<file path="src/rtl/dad_pkg.sv">
// shared types, constants and helpers for the date adder
package dad_pkg;

    localparam int DAD_ADD_BITS = 16;

    localparam int YEAR_W     = 14;
    localparam int MONTH_W    = 4;
    localparam int DAY_W      = 5;
    localparam int DAYS_W     = 16;
    localparam int STATUS_W   = 2;
    localparam int CFG_IDX_W  = 2;
    localparam int CFG_DATA_W = 14;

    localparam logic [YEAR_W-1:0]  MAX_YEAR    = YEAR_W'(9999);
    localparam logic [MONTH_W-1:0] LAST_MONTH  = MONTH_W'(12);
    localparam logic [MONTH_W-1:0] FIRST_MONTH = MONTH_W'(1);
    localparam logic [DAY_W-1:0]   FIRST_DAY   = DAY_W'(1);

    // gregorian cycle and the century marks inside it
    localparam int LEAP_CYCLE   = 400;
    localparam int CENTURY      = 100;
    localparam int REDUCE_STEPS = 6;

    localparam logic [YEAR_W-1:0] REF_YEAR_RST  = YEAR_W'(2023);
    localparam logic [MONTH_W-1:0] REF_MONTH_RST = MONTH_W'(6);
    localparam logic [DAY_W-1:0]  REF_DAY_RST   = DAY_W'(13);

    localparam logic [CFG_IDX_W-1:0] REG_REF_YEAR  = 2'd0;
    localparam logic [CFG_IDX_W-1:0] REG_REF_MONTH = 2'd1;
    localparam logic [CFG_IDX_W-1:0] REG_REF_DAY   = 2'd2;

    typedef enum logic [STATUS_W-1:0] {
        ST_OK       = 2'd0,
        ST_INVALID  = 2'd1,
        ST_OVERFLOW = 2'd2
    } t_status;

    typedef struct packed {
        logic load;
        logic reduce;
        logic check;
        logic walk;
        logic emit;
    } t_dp_cmd;

    typedef struct packed {
        logic reduce_last;
        logic date_ok;
        logic walk_done;
    } t_dp_sts;

    function automatic logic [DAY_W-1:0] days_in(input logic [MONTH_W-1:0] month,
                                                 input logic leap);
        logic [DAY_W-1:0] len;
        case (month)
            4'd2:    len = leap ? DAY_W'(29) : DAY_W'(28);
            4'd4:    len = DAY_W'(30);
            4'd6:    len = DAY_W'(30);
            4'd9:    len = DAY_W'(30);
            4'd11:   len = DAY_W'(30);
            default: len = DAY_W'(31);
        endcase
        return len;
    endfunction

endpackage

</file>
<file path="src/rtl/dad_ctrl.sv">
// sequencer for load, year reduction, check, month walk and result hand-off
module dad_ctrl import dad_pkg::*; (
    input  logic    i_clk,
    input  logic    i_rst_n,
    input  logic    i_in_valid,
    output logic    o_in_ready,
    output logic    o_out_valid,
    input  logic    i_out_ready,
    input  t_dp_sts i_sts,
    output t_dp_cmd o_cmd
);

    typedef enum logic [4:0] {
        S_IDLE   = 5'b00001,
        S_REDUCE = 5'b00010,
        S_CHECK  = 5'b00100,
        S_WALK   = 5'b01000,
        S_EMIT   = 5'b10000
    } t_state;

    t_state r_state, n_state;
    logic   r_out_valid, n_out_valid;
    logic   w_out_free;

    assign w_out_free  = !r_out_valid || i_out_ready;
    assign o_in_ready  = (r_state == S_IDLE);
    assign o_out_valid = r_out_valid;

    always_comb begin
        n_state     = r_state;
        o_cmd       = '0;
        n_out_valid = r_out_valid && !i_out_ready;
        case (r_state)
            S_IDLE: begin
                if (i_in_valid) begin
                    o_cmd.load = 1'b1;
                    n_state    = S_REDUCE;
                end
            end
            S_REDUCE: begin
                o_cmd.reduce = 1'b1;
                if (i_sts.reduce_last) begin
                    n_state = S_CHECK;
                end
            end
            S_CHECK: begin
                o_cmd.check = 1'b1;
                n_state     = i_sts.date_ok ? S_WALK : S_EMIT;
            end
            S_WALK: begin
                o_cmd.walk = 1'b1;
                if (i_sts.walk_done) begin
                    n_state = S_EMIT;
                end
            end
            S_EMIT: begin
                if (w_out_free) begin
                    o_cmd.emit  = 1'b1;
                    n_out_valid = 1'b1;
                    n_state     = S_IDLE;
                end
            end
            default: begin
                n_state = S_IDLE;
            end
        endcase
    end

    always_ff @(posedge i_clk) begin
        if (!i_rst_n) begin
            r_state     <= S_IDLE;
            r_out_valid <= 1'b0;
        end else begin
            r_state     <= n_state;
            r_out_valid <= n_out_valid;
        end
    end

endmodule

</file>
<file path="config.mk">
export PLATFORM = sky130hd
export DESIGN_NAME = dad_ctrl
export DESIGN_NICKNAME = d
export VERILOG_FILES = /design/src/rtl/dad_pkg.sv /design/src/rtl/dad_ctrl.sv
export SDC_FILE = /design/constraint.sdc
export NUM_CORES = 1
export LEC_CHECK = 0
export BUFFER_PORTS_ARGS = -buffer_cell sky130_fd_sc_hd__buf_2
export CAP_MARGIN = 20
export CORE_AREA = 4 4 41 43
export DETAILED_ROUTE_END_ITERATION = 7
export DIE_AREA = 0 0 45 47
export GPL_ROUTABILITY_DRIVEN = 0
export GPL_TIMING_DRIVEN = 0
export HOLD_SLACK_MARGIN = 0.12
export PLACE_DENSITY = 0.6
export SYNTH_ARGS = -nofsm -noshare
export SYNTH_HDL_FRONTEND = slang
export SYNTH_SLANG_ARGS = --single-unit
</file>
<file path="constraint.sdc">
create_clock -name i_clk -period 1.75 [get_ports i_clk]
set_input_delay 0 -clock i_clk [delete_from_list [all_inputs] [get_ports i_clk]]
set_output_delay 0 -clock i_clk [all_outputs]
set_load 0.005 [all_outputs]
</file>
==> qor.yml <==
power_frac_seq: 0.391
antenna_cells: 0
cp-startpoint: "r_state[3]"
path_clk_slew_ps: 50
die_area_mm2: 0.00212
worstPathRequired_ps: 1880
startpoint_type: "flop"
ys_seq_area_frac: 0.338
power_w: 0.000422
wirelength_um: 971
synthArstFlopShare: 0
drtIter0Drc: 3
grt_pass1_vias: 398
ys_types: 23
reg2reg_slack_ps: 0.8
p_per_area_mw_per_mm2: 775
tightest_slew_ps: 313
grtUsageTotal: 0.102
yosysWarnings: 0
final_max_slew_viol_count: 0
reg2reg_from: "r_state[3]"
setup_slack_ps: 0.824
num_vias: 410
wl_per_cell_um: 11.6
drive_gt1_frac: 0.333
synthTopCellsByCount: "nor2_1, dfxtp_1"
p_int_w: 0.000292
yosysMostFrequentCell: "nor2_1"
cts_made_buffers: 3
rsz0062_at_grt: "true"
path_class: "reg -> reg"
drcViolationCount: 0
fin_skew_ps: 0.943
synth_ff_type: "dfxtp_1"
clkLatencyLatePin_ps: 240
clock_sinks: 6
max_freq_mhz: 572
fp.dieW_um: 45
setup_viol: 0
fin_nets: 78
ios: 14
hold_path_class: "reg -> reg"
timing.hold.ws_ps: 512
min_period_ps: 1750
yosys.area.top_type_share: 0.338
hold_viol: 0
grt_pass1_wl_um: 1570
dr.pass1.iters: 4
dp_slack_ps: -35.6
core_area_mm2: 0.00130
cellLeakagePower_nw: 0.254
rr_worst_depth: 4
htreeDepth: 1
antenna_left: 0
swShare: 0.309
worstPathArrival_ps: 1880
rows: 13
cts-root-buf: "clkbuf_4"
antenna_found_initial: 0
initial_utilization: 0.273
drv_cap: 0
status: "completed"
relSlewSlack: 0.790
syn_inst: 45
synth_seq_cells: 6
overflow: 0
crit_fanout: 5
reg2reg_to: "r_state[4]"
grt_max_degree: 8
ir_worst_vdd_mv: 0.372
io_buffers: 13
crit_end: "r_state[4]"
synth_area_leader_cell: "dfxtp_1"
area_growth_pct: 53.2
synth_edf_count: 0
p_sw_w: 0.000130
synthTopCellsByArea: "dfxtp_1, nor2_1, nand2b_1"
syn-num-nets: 52
die_h_um: 47
cts_tree: "yes"
synth_area_um2: 355
end_kind: "flop"
via_per_inst: 4.88
finalCritPeriodShare: 1.00
pwr-share-comb: 0.308
cts_buffer_depth: 2
synth_area_per_cell_um2: 7.90
p_clk_frac: 0.301
dp_hpwl_um: 645
[sequential cells by signal (all words and copies together) (netlist names)]
register     flops
o_out_valid      1
r_state          5
[placed cells by master, fill, tap and decap left out, types with 2 or more instances in the layout]
master and count:
o21ai_0 3, clkbuf_4 3, nor2_1 8, a21oi_1 3, or3_1 2, dfxtp_1 4
nand2_1 2, dlygate4sd3_1 6, nand2b_1 3, buf_4 2, buf_2 13, inv_1 3
dfxtp_4 2
[critical path, cell delays in order (launching register included)]
cell and delay, ps:
dfxtp_4 350, or3_4 400, or4b_4 490, o2111a_1 170
a32o_1 220
[how the worst min path moves through the flow]
| stage | to | start | cells past startpoint |
|---|---|---|---|
| floorplan | o_cmd[4] | i_in_valid | 2 |
| global placement | r_state[4] | i_rst_n | 2 |
| detailed placement | r_state[3] | i_sts[1] | 3 |
| CTS | o_out_valid | o_out_valid | 2 |
| global route | o_out_valid | o_out_valid | 2 |
| finish | o_out_valid | o_out_valid | 2 |
[through the flow]
| stage | TNS [ps] | cell area (µm²) | utilization | cells |
|---|---|---|---|---|
| final | 0 | 544 | 0.418 | 84 |
| after global routing | -46.7 | 544 | 0.418 | 84 |
| after CTS | 0 | 524 | 0.403 | 82 |
| after detailed placement | -35.6 | 439 | 0.338 | 73 |
| after global placement | -33.2 | 439 | 0.338 | 73 |
| after floorplan | 0 | 355 | - | 45 |
[cells by family after synthesis]
family	share of synthesized area
buffers and inverters	0.0317
AOI/OAI and AO/OA	0.215
xor gates and xnor gates	0.0247
DFF	0.338
and+or+nand+nor	0.391
[timing repair]
action / 4_1_cts / 5_1_grt
gates cloned: 0 / 0
setup endpoints to repair: 1 / 1
hold endpoints to repair: 6 / 0
buffers inserted: 0 / 2
pin swaps: 1 / 1
hold buffers: 6 / 0
gates resized for setup: 2 / 2
[layer usage]
layer | wire (µm) | vias to the layer above | track usage
li1 | - | 215 | -
met5 | 0 | - | 0
met2 | 484 | 9 | 0.161
met4 | 8 | 0 | 0.0702
met3 | 45 | 2 | 0.0230
met1 | 433 | 184 | 0.123
[power by group through the flow]
stage                     Clock [W]  Combinational [W]  Sequential (W)
after floorplan                   0          0.0000811        0.000163
after global placement            0           0.000115        0.000169
after detailed placement          0           0.000115        0.000169
after CTS                  0.000132           0.000126        0.000167
after global routing       0.000137           0.000148        0.000167
final                      0.000127           0.000130        0.000165
[final cells by class]
| type | count | area [µm²] |
|---|---|---|
| inverter | 3 | 11.3 |
| tap | 15 | 18.8 |
| multi-input combinational | 36 | 224 |
| sequential | 6 | 128 |
| clock buffer | 3 | 22.5 |
| timing repair buffer | 21 | 140 |
| fill | 145 | 757 |
(Power assumes the default switching activity.)
