===== config.mk =====
export PLATFORM = sky130hd
export DESIGN_NAME = dad_dp
export DESIGN_NICKNAME = d
export VERILOG_FILES = /design/src/rtl/dad_pkg.sv /design/src/rtl/dad_dp.sv
export SDC_FILE = /design/constraint.sdc
export NUM_CORES = 1
export LEC_CHECK = 0
export BUFFER_PORTS_ARGS = -buffer_cell sky130_fd_sc_hd__buf_2
export CAP_MARGIN = 5
export CORE_UTILIZATION = 45
export CTS_BUF_LIST = sky130_fd_sc_hd__clkbuf_4
export DETAILED_ROUTE_END_ITERATION = 10
export PLACE_DENSITY = 0.76
export SLEW_MARGIN = 20
export SYNTH_ARGS = -nofsm -noshare
export SYNTH_HDL_FRONTEND = slang
export SYNTH_SLANG_ARGS = --single-unit
export TNS_END_PERCENT = 1

===== constraint.sdc =====
create_clock -name i_clk -period 11.8 [get_ports i_clk]
set_clock_uncertainty 0.05 [all_clocks]
set_input_delay 1.77 -clock i_clk [delete_from_list [all_inputs] [get_ports i_clk]]
set_output_delay 1.77 -clock i_clk [all_outputs]
set_load 0.05 [all_outputs]

===== src/rtl/dad_pkg.sv =====
// shared types, constants and helpers for the date adder
package dad_pkg;

    localparam int DAD_ADD_BITS = 16;

    localparam int YEAR_W     = 14;
    localparam int MONTH_W    = 4;
    localparam int DAY_W      = 5;
    localparam int DAYS_W     = 16;
    localparam int STATUS_W   = 2;
    localparam int CFG_IDX_W  = 2;
    localparam int CFG_DATA_W = 14;

    localparam logic [YEAR_W-1:0]  MAX_YEAR    = YEAR_W'(9999);
    localparam logic [MONTH_W-1:0] LAST_MONTH  = MONTH_W'(12);
    localparam logic [MONTH_W-1:0] FIRST_MONTH = MONTH_W'(1);
    localparam logic [DAY_W-1:0]   FIRST_DAY   = DAY_W'(1);

    // gregorian cycle and the century marks inside it
    localparam int LEAP_CYCLE   = 400;
    localparam int CENTURY      = 100;
    localparam int REDUCE_STEPS = 6;

    localparam logic [YEAR_W-1:0] REF_YEAR_RST  = YEAR_W'(2023);
    localparam logic [MONTH_W-1:0] REF_MONTH_RST = MONTH_W'(6);
    localparam logic [DAY_W-1:0]  REF_DAY_RST   = DAY_W'(13);

    localparam logic [CFG_IDX_W-1:0] REG_REF_YEAR  = 2'd0;
    localparam logic [CFG_IDX_W-1:0] REG_REF_MONTH = 2'd1;
    localparam logic [CFG_IDX_W-1:0] REG_REF_DAY   = 2'd2;

    typedef enum logic [STATUS_W-1:0] {
        ST_OK       = 2'd0,
        ST_INVALID  = 2'd1,
        ST_OVERFLOW = 2'd2
    } t_status;

    typedef struct packed {
        logic load;
        logic reduce;
        logic check;
        logic walk;
        logic emit;
    } t_dp_cmd;

    typedef struct packed {
        logic reduce_last;
        logic date_ok;
        logic walk_done;
    } t_dp_sts;

    function automatic logic [DAY_W-1:0] days_in(input logic [MONTH_W-1:0] month,
                                                 input logic leap);
        logic [DAY_W-1:0] len;
        case (month)
            4'd2:    len = leap ? DAY_W'(29) : DAY_W'(28);
            4'd4:    len = DAY_W'(30);
            4'd6:    len = DAY_W'(30);
            4'd9:    len = DAY_W'(30);
            4'd11:   len = DAY_W'(30);
            default: len = DAY_W'(31);
        endcase
        return len;
    endfunction

endpackage


===== src/rtl/dad_dp.sv =====
// date registers, leap tracking, month step and result registers
module dad_dp import dad_pkg::*; #(
    parameter int ADD_BITS = DAD_ADD_BITS
) (
    input  logic                  i_clk,
    input  logic                  i_rst_n,
    input  t_dp_cmd               i_cmd,
    output t_dp_sts               o_sts,
    input  logic                  i_cfg_we,
    input  logic [CFG_IDX_W-1:0]  i_cfg_idx,
    input  logic [CFG_DATA_W-1:0] i_cfg_data,
    input  logic [YEAR_W-1:0]     i_start_year,
    input  logic [MONTH_W-1:0]    i_start_month,
    input  logic [DAY_W-1:0]      i_start_day,
    input  logic [DAYS_W-1:0]     i_days_to_add,
    output logic [YEAR_W-1:0]     o_end_year,
    output logic [MONTH_W-1:0]    o_end_month,
    output logic [DAY_W-1:0]      o_end_day,
    output logic                  o_after_reference,
    output logic [STATUS_W-1:0]   o_status
);

    // only bits present on the input field can count
    localparam int CNT_W = (ADD_BITS < DAYS_W) ? ADD_BITS : DAYS_W;
    localparam int K_W   = $clog2(REDUCE_STEPS);
    localparam int LEFT_W = DAY_W + 1;

    logic [YEAR_W-1:0]   r_ref_year;
    logic [MONTH_W-1:0]  r_ref_month;
    logic [DAY_W-1:0]    r_ref_day;

    logic [YEAR_W-1:0]   r_year;
    logic [MONTH_W-1:0]  r_month;
    logic [DAY_W-1:0]    r_day;
    logic [CNT_W-1:0]    r_add;
    logic [YEAR_W-1:0]   r_rem;     // year mod 400 once reduced
    logic [K_W-1:0]      r_k;
    t_status             r_status;

    logic [YEAR_W-1:0]   r_out_year;
    logic [MONTH_W-1:0]  r_out_month;
    logic [DAY_W-1:0]    r_out_day;
    logic                r_out_after;
    t_status             r_out_status;

    logic [YEAR_W-1:0]   w_sub;
    logic                w_leap;
    logic [DAY_W-1:0]    w_dim;
    logic [LEFT_W-1:0]   w_left;
    logic                w_fits;
    logic                w_last_year;
    logic                w_after;

    assign w_sub  = YEAR_W'(LEAP_CYCLE) << r_k;
    assign w_leap = (r_year[1:0] == 2'b00)
                 && (r_rem != YEAR_W'(CENTURY))
                 && (r_rem != YEAR_W'(2 * CENTURY))
                 && (r_rem != YEAR_W'(3 * CENTURY));
    assign w_dim  = days_in(r_month, w_leap);
    assign w_left = LEFT_W'(w_dim) - LEFT_W'(r_day) + LEFT_W'(1);
    assign w_fits = r_add < CNT_W'(w_left);
    assign w_last_year = (r_month == LAST_MONTH) && (r_year >= MAX_YEAR);

    assign o_sts.reduce_last = (r_k == '0);
    assign o_sts.date_ok     = (r_year != '0) && (r_year <= MAX_YEAR)
                            && (r_month != '0) && (r_month <= LAST_MONTH)
                            && (r_day != '0) && (r_day <= w_dim);
    assign o_sts.walk_done   = w_fits || w_last_year;

    always_comb begin
        if (r_year != r_ref_year) begin
            w_after = r_year > r_ref_year;
        end else if (r_month != r_ref_month) begin
            w_after = r_month > r_ref_month;
        end else begin
            w_after = r_day > r_ref_day;
        end
    end

    // reference registers
    always_ff @(posedge i_clk) begin
        if (!i_rst_n) begin
            r_ref_year  <= REF_YEAR_RST;
            r_ref_month <= REF_MONTH_RST;
            r_ref_day   <= REF_DAY_RST;
        end else if (i_cfg_we) begin
            case (i_cfg_idx)
                REG_REF_YEAR:  r_ref_year  <= i_cfg_data[YEAR_W-1:0];
                REG_REF_MONTH: r_ref_month <= i_cfg_data[MONTH_W-1:0];
                REG_REF_DAY:   r_ref_day   <= i_cfg_data[DAY_W-1:0];
                default: ;
            endcase
        end
    end

    // working date
    always_ff @(posedge i_clk) begin
        if (i_cmd.load) begin
            r_year   <= i_start_year;
            r_month  <= i_start_month;
            r_day    <= i_start_day;
            r_add    <= i_days_to_add[CNT_W-1:0];
            r_rem    <= i_start_year;
            r_k      <= K_W'(REDUCE_STEPS - 1);
            r_status <= ST_OK;
        end else if (i_cmd.reduce) begin
            // restoring reduction by 400 times a power of two
            if (r_rem >= w_sub) begin
                r_rem <= r_rem - w_sub;
            end
            if (r_k != '0) begin
                r_k <= r_k - K_W'(1);
            end
        end else if (i_cmd.check) begin
            if (!o_sts.date_ok) begin
                r_status <= ST_INVALID;
            end
        end else if (i_cmd.walk) begin
            if (w_fits) begin
                r_day <= r_day + r_add[DAY_W-1:0];
            end else begin
                r_add <= r_add - CNT_W'(w_left);
                r_day <= FIRST_DAY;
                if (r_month == LAST_MONTH) begin
                    if (r_year >= MAX_YEAR) begin
                        r_status <= ST_OVERFLOW;
                    end else begin
                        r_year  <= r_year + YEAR_W'(1);
                        r_month <= FIRST_MONTH;
                        r_rem   <= (r_rem == YEAR_W'(LEAP_CYCLE - 1)) ? '0
                                                                      : r_rem + YEAR_W'(1);
                    end
                end else begin
                    r_month <= r_month + MONTH_W'(1);
                end
            end
        end
    end

    // result registers
    always_ff @(posedge i_clk) begin
        if (i_cmd.emit) begin
            r_out_status <= r_status;
            if (r_status == ST_OK) begin
                r_out_year  <= r_year;
                r_out_month <= r_month;
                r_out_day   <= r_day;
                r_out_after <= w_after;
            end else begin
                r_out_year  <= '0;
                r_out_month <= '0;
                r_out_day   <= '0;
                r_out_after <= 1'b0;
            end
        end
    end

    assign o_end_year        = r_out_year;
    assign o_end_month       = r_out_month;
    assign o_end_day         = r_out_day;
    assign o_after_reference = r_out_after;
    assign o_status          = r_out_status;

endmodule


==> out/results.tsv <==
stage	metric	value	unit
sta	final-max-slew-violation-count	0	
grt	antenna_found_initial	0	
worst_hold_path	min_path_type	register to register	
synthesis	ys_ff_latch	107	
sta	fin_crit_sh	60.1	%
drt	vias	5524	
sta	tightestPinTransition	823	ps
grt	grt_overflow	0	
flow_run	max-cap-violations	0	
synthesis	syn-cell-area	6890	um^2
final_layout	drive_gt1_share	15.8	%
placed_design	io_buffer_count	91	
grt	grt_max_degree	71	
sta	fmax	141	MHz
drt	drt_iter0_drc	525	
final_layout	syn_to_final_growth	11.0	%
sta	fin_hold_ws	442	ps
drt	wl	16.1	mm
synthesis	synthTopCellsByArea	edfxtp_1 (34%), ha_1 (12%), dfxtp_1 (8.1%), nand2_1 (4.4%), o21ai_0 (3.3%)	
synthesis	syn_inst	714	
die	pin_count	92	
synthesis	yosysMostFrequentCell	nand2_1	
setup_path	critPathKind	register to primary output	
placed_design	dp_hpwl	12.3	mm
clock_network	cts_tree	done	
sta	finalHoldViolCount	0	
die	die_area	15800	um^2
synthesis	ys_top_cells_by_count	nand2_1 (80), edfxtp_1 (79), ha_1 (67)	
final_layout	fin_area	7650	um^2
synthesis	yosysWarnings	0	
synthesis	synth_area_leader_cell	edfxtp_1	
clock_network	post-cts-setup-buffers	0	
placed_design	placed_area	7510	um^2
clock_network	ctsHoldBuffers	0	
drt	ant_nets	0	
clock_network	cts_buffer_depth	2	
setup_path	worst_ep_arrival_time	5270	ps
power_and_ir_drop	vdd_drop_max	55.6	uV
placed_design	routabilityCongestion	0.889	
clock_network	clk_latency	520	ps
synthesis	synth_top_area_share	34.4	%
clock_network	cts_resized	0	
synthesis	synthArstFlopShare	0	%
sta	rsz0062_at_grt	false	
clock_network	cts_buffers	9	
die	die_h	126	um
synthesis	ys_seq_area_share	42.6	%
synthesis	synth_enable_flop_cells	79	
setup_path	crit_path_max_fanout	10	
outcome	status	finished clean	
grt	first_global_vias	5202	
die	coreArea	14800	um^2
die	num_rows	44	
synthesis	netlist-cell-type-count	63	
clock_network	cts.sink_count	107	
sta	setup_viol	0	
grt	grt_use_met2	32.8	%
synthesis	synth.avg_cell_area	9.65	um^2
grt	grt_use_met3	4.76	%
sta	final.min_clock_period	7090	ps
synthesis	syn_nets	847	
synthesis	synth_flop_cell	edfxtp_1	
final_layout	antenna_cells	0	
die	initial_core_util	46.7	%
clock_network	cts-root-buf	clkbuf_4	
drt	first_pass_iters	6	
drt	wl_per_cell	16.4	um
sta	relSlewSlack	44.6	%
clock_network	h-tree-depth	3	
setup_path	cp.required	9980	ps
grt	gr-max-usage-layer	met2	
power_and_ir_drop	p_leak	0.00321	uW
setup_path	critPathCaptureType	primary output	
grt	grt_usage	21.2	%
clock_network	path_clk_slew	180	ps
final_layout	fin_nets	927	
sta	tns	0	ps
power_and_ir_drop	pwr_density_cell	140	nW/um^2
grt	grt_pass1_wl	26.2	mm
drt	viasPerCell	5.62	
die	die_w	126	um
power_and_ir_drop	power.total	1070	uW
drt	drcViolationCount	0	
grt	use_met1	29.7	%
setup_path	start_kind	register	
-- flip-flops by register name, indices dropped and copies added (netlist names), 5 cells and up --
name        cells
o_end_day       5
r_rem          14
r_year         14
r_ref_day       5
r_add          16
r_day           5
o_end_year     14
r_ref_year     14
-- final timing paths --
path         slack (ps)  cells after the start              to            from
max                4710                     19        o_sts[0]        r_rem[3]
min                 440                      2  r_ref_year[12]  r_ref_year[12]
max reg2reg        6430                     20        r_rem[8]        r_rem[6]
min reg2reg         440                      2  r_ref_year[12]  r_ref_year[12]
-- routing by layer --
metal / up-vias / part of all wire (%) / routed length, um
li1: 2743 / - / -
met1: 2576 / 49 / 7870
met2: 185 / 44 / 7160
met3: 20 / 5.6 / 900
met4: 0 / 1.3 / 217
met5: - / 0 / 0
-- kinds of logic after synthesis --
| kind of cell | count (synthesis) | share of synthesized area (%) |
|---|---|---|
| and+or+nand+nor | 247 | 17.6 |
| adders and majority gates | 70 | 13.0 |
| muxes | 15 | 2.29 |
| AOI/OAI and AO/OA | 157 | 15.1 |
| buffers and inverters | 77 | 4.25 |
| DFF | 107 | 42.6 |
| xor gates and xnor gates | 41 | 5.21 |
-- critical path: stages, from the launching register on --
cell and delay [ps]:
edfxtp_1 550, or3b_2 500, a21oi_1 160, o2111a_1 240, o21ai_0 80, nand2_1 70
o21ai_0 110, ha_1 220, ha_1 210, a21oi_1 140, nor2_1 60, nor2_1 130
xor2_1 170, ha_1 310, and2_1 210, o21ai_1 130, o21ai_1 190, or4_1 750
o21ai_1 210, buf_2 310
-- report_power, final --
part	leakage [uW]	total (uW)	switching, uW	internal (uW)
clock network	0.0000781	197	146	50.8
registers	0.00102	512	50.2	462
logic	0.00211	363	213	150
total	0.00321	1070	410	663
-- layout make-up --
class,count,area (um^2)
timing repair buffer,94,478
sequential,107,2930
clock inverter,7,73.8
fill,1359,7100
tap,184,230
clock buffer,9,67.6
inverter,52,195
multi-input combinational,530,3670
-- cells in the final DEF (no fill, tap or decap), drive strengths merged, types with 5 or more instances in the layout --
cell,n
a21boi,8
o21ai,50
a31oi,11
mux2i,9
nand3b,5
ha,67
mux2,6
buf,94
o31ai,8
o211ai,11
nor3,27
o21a,10
clkbuf,9
edfxtp,79
and3,5
or3,7
nand3,15
a21o,10
xnor2,22
nor4,5
and2,17
xor2,19
nand2,80
nor2,47
a21oi,20
nand4,12
dfxtp,28
inv,57
nor2b,8
-- metrics by stage --
stage	util (%)	std cells	setup slack [ps]
after floorplan	-	714	5780
after global placement	50.9	967	5490
after detailed placement	50.9	967	5320
after CTS	51.8	983	4690
after global routing	51.8	983	4370
final	51.8	983	4710
(Power assumes the default switching activity.)
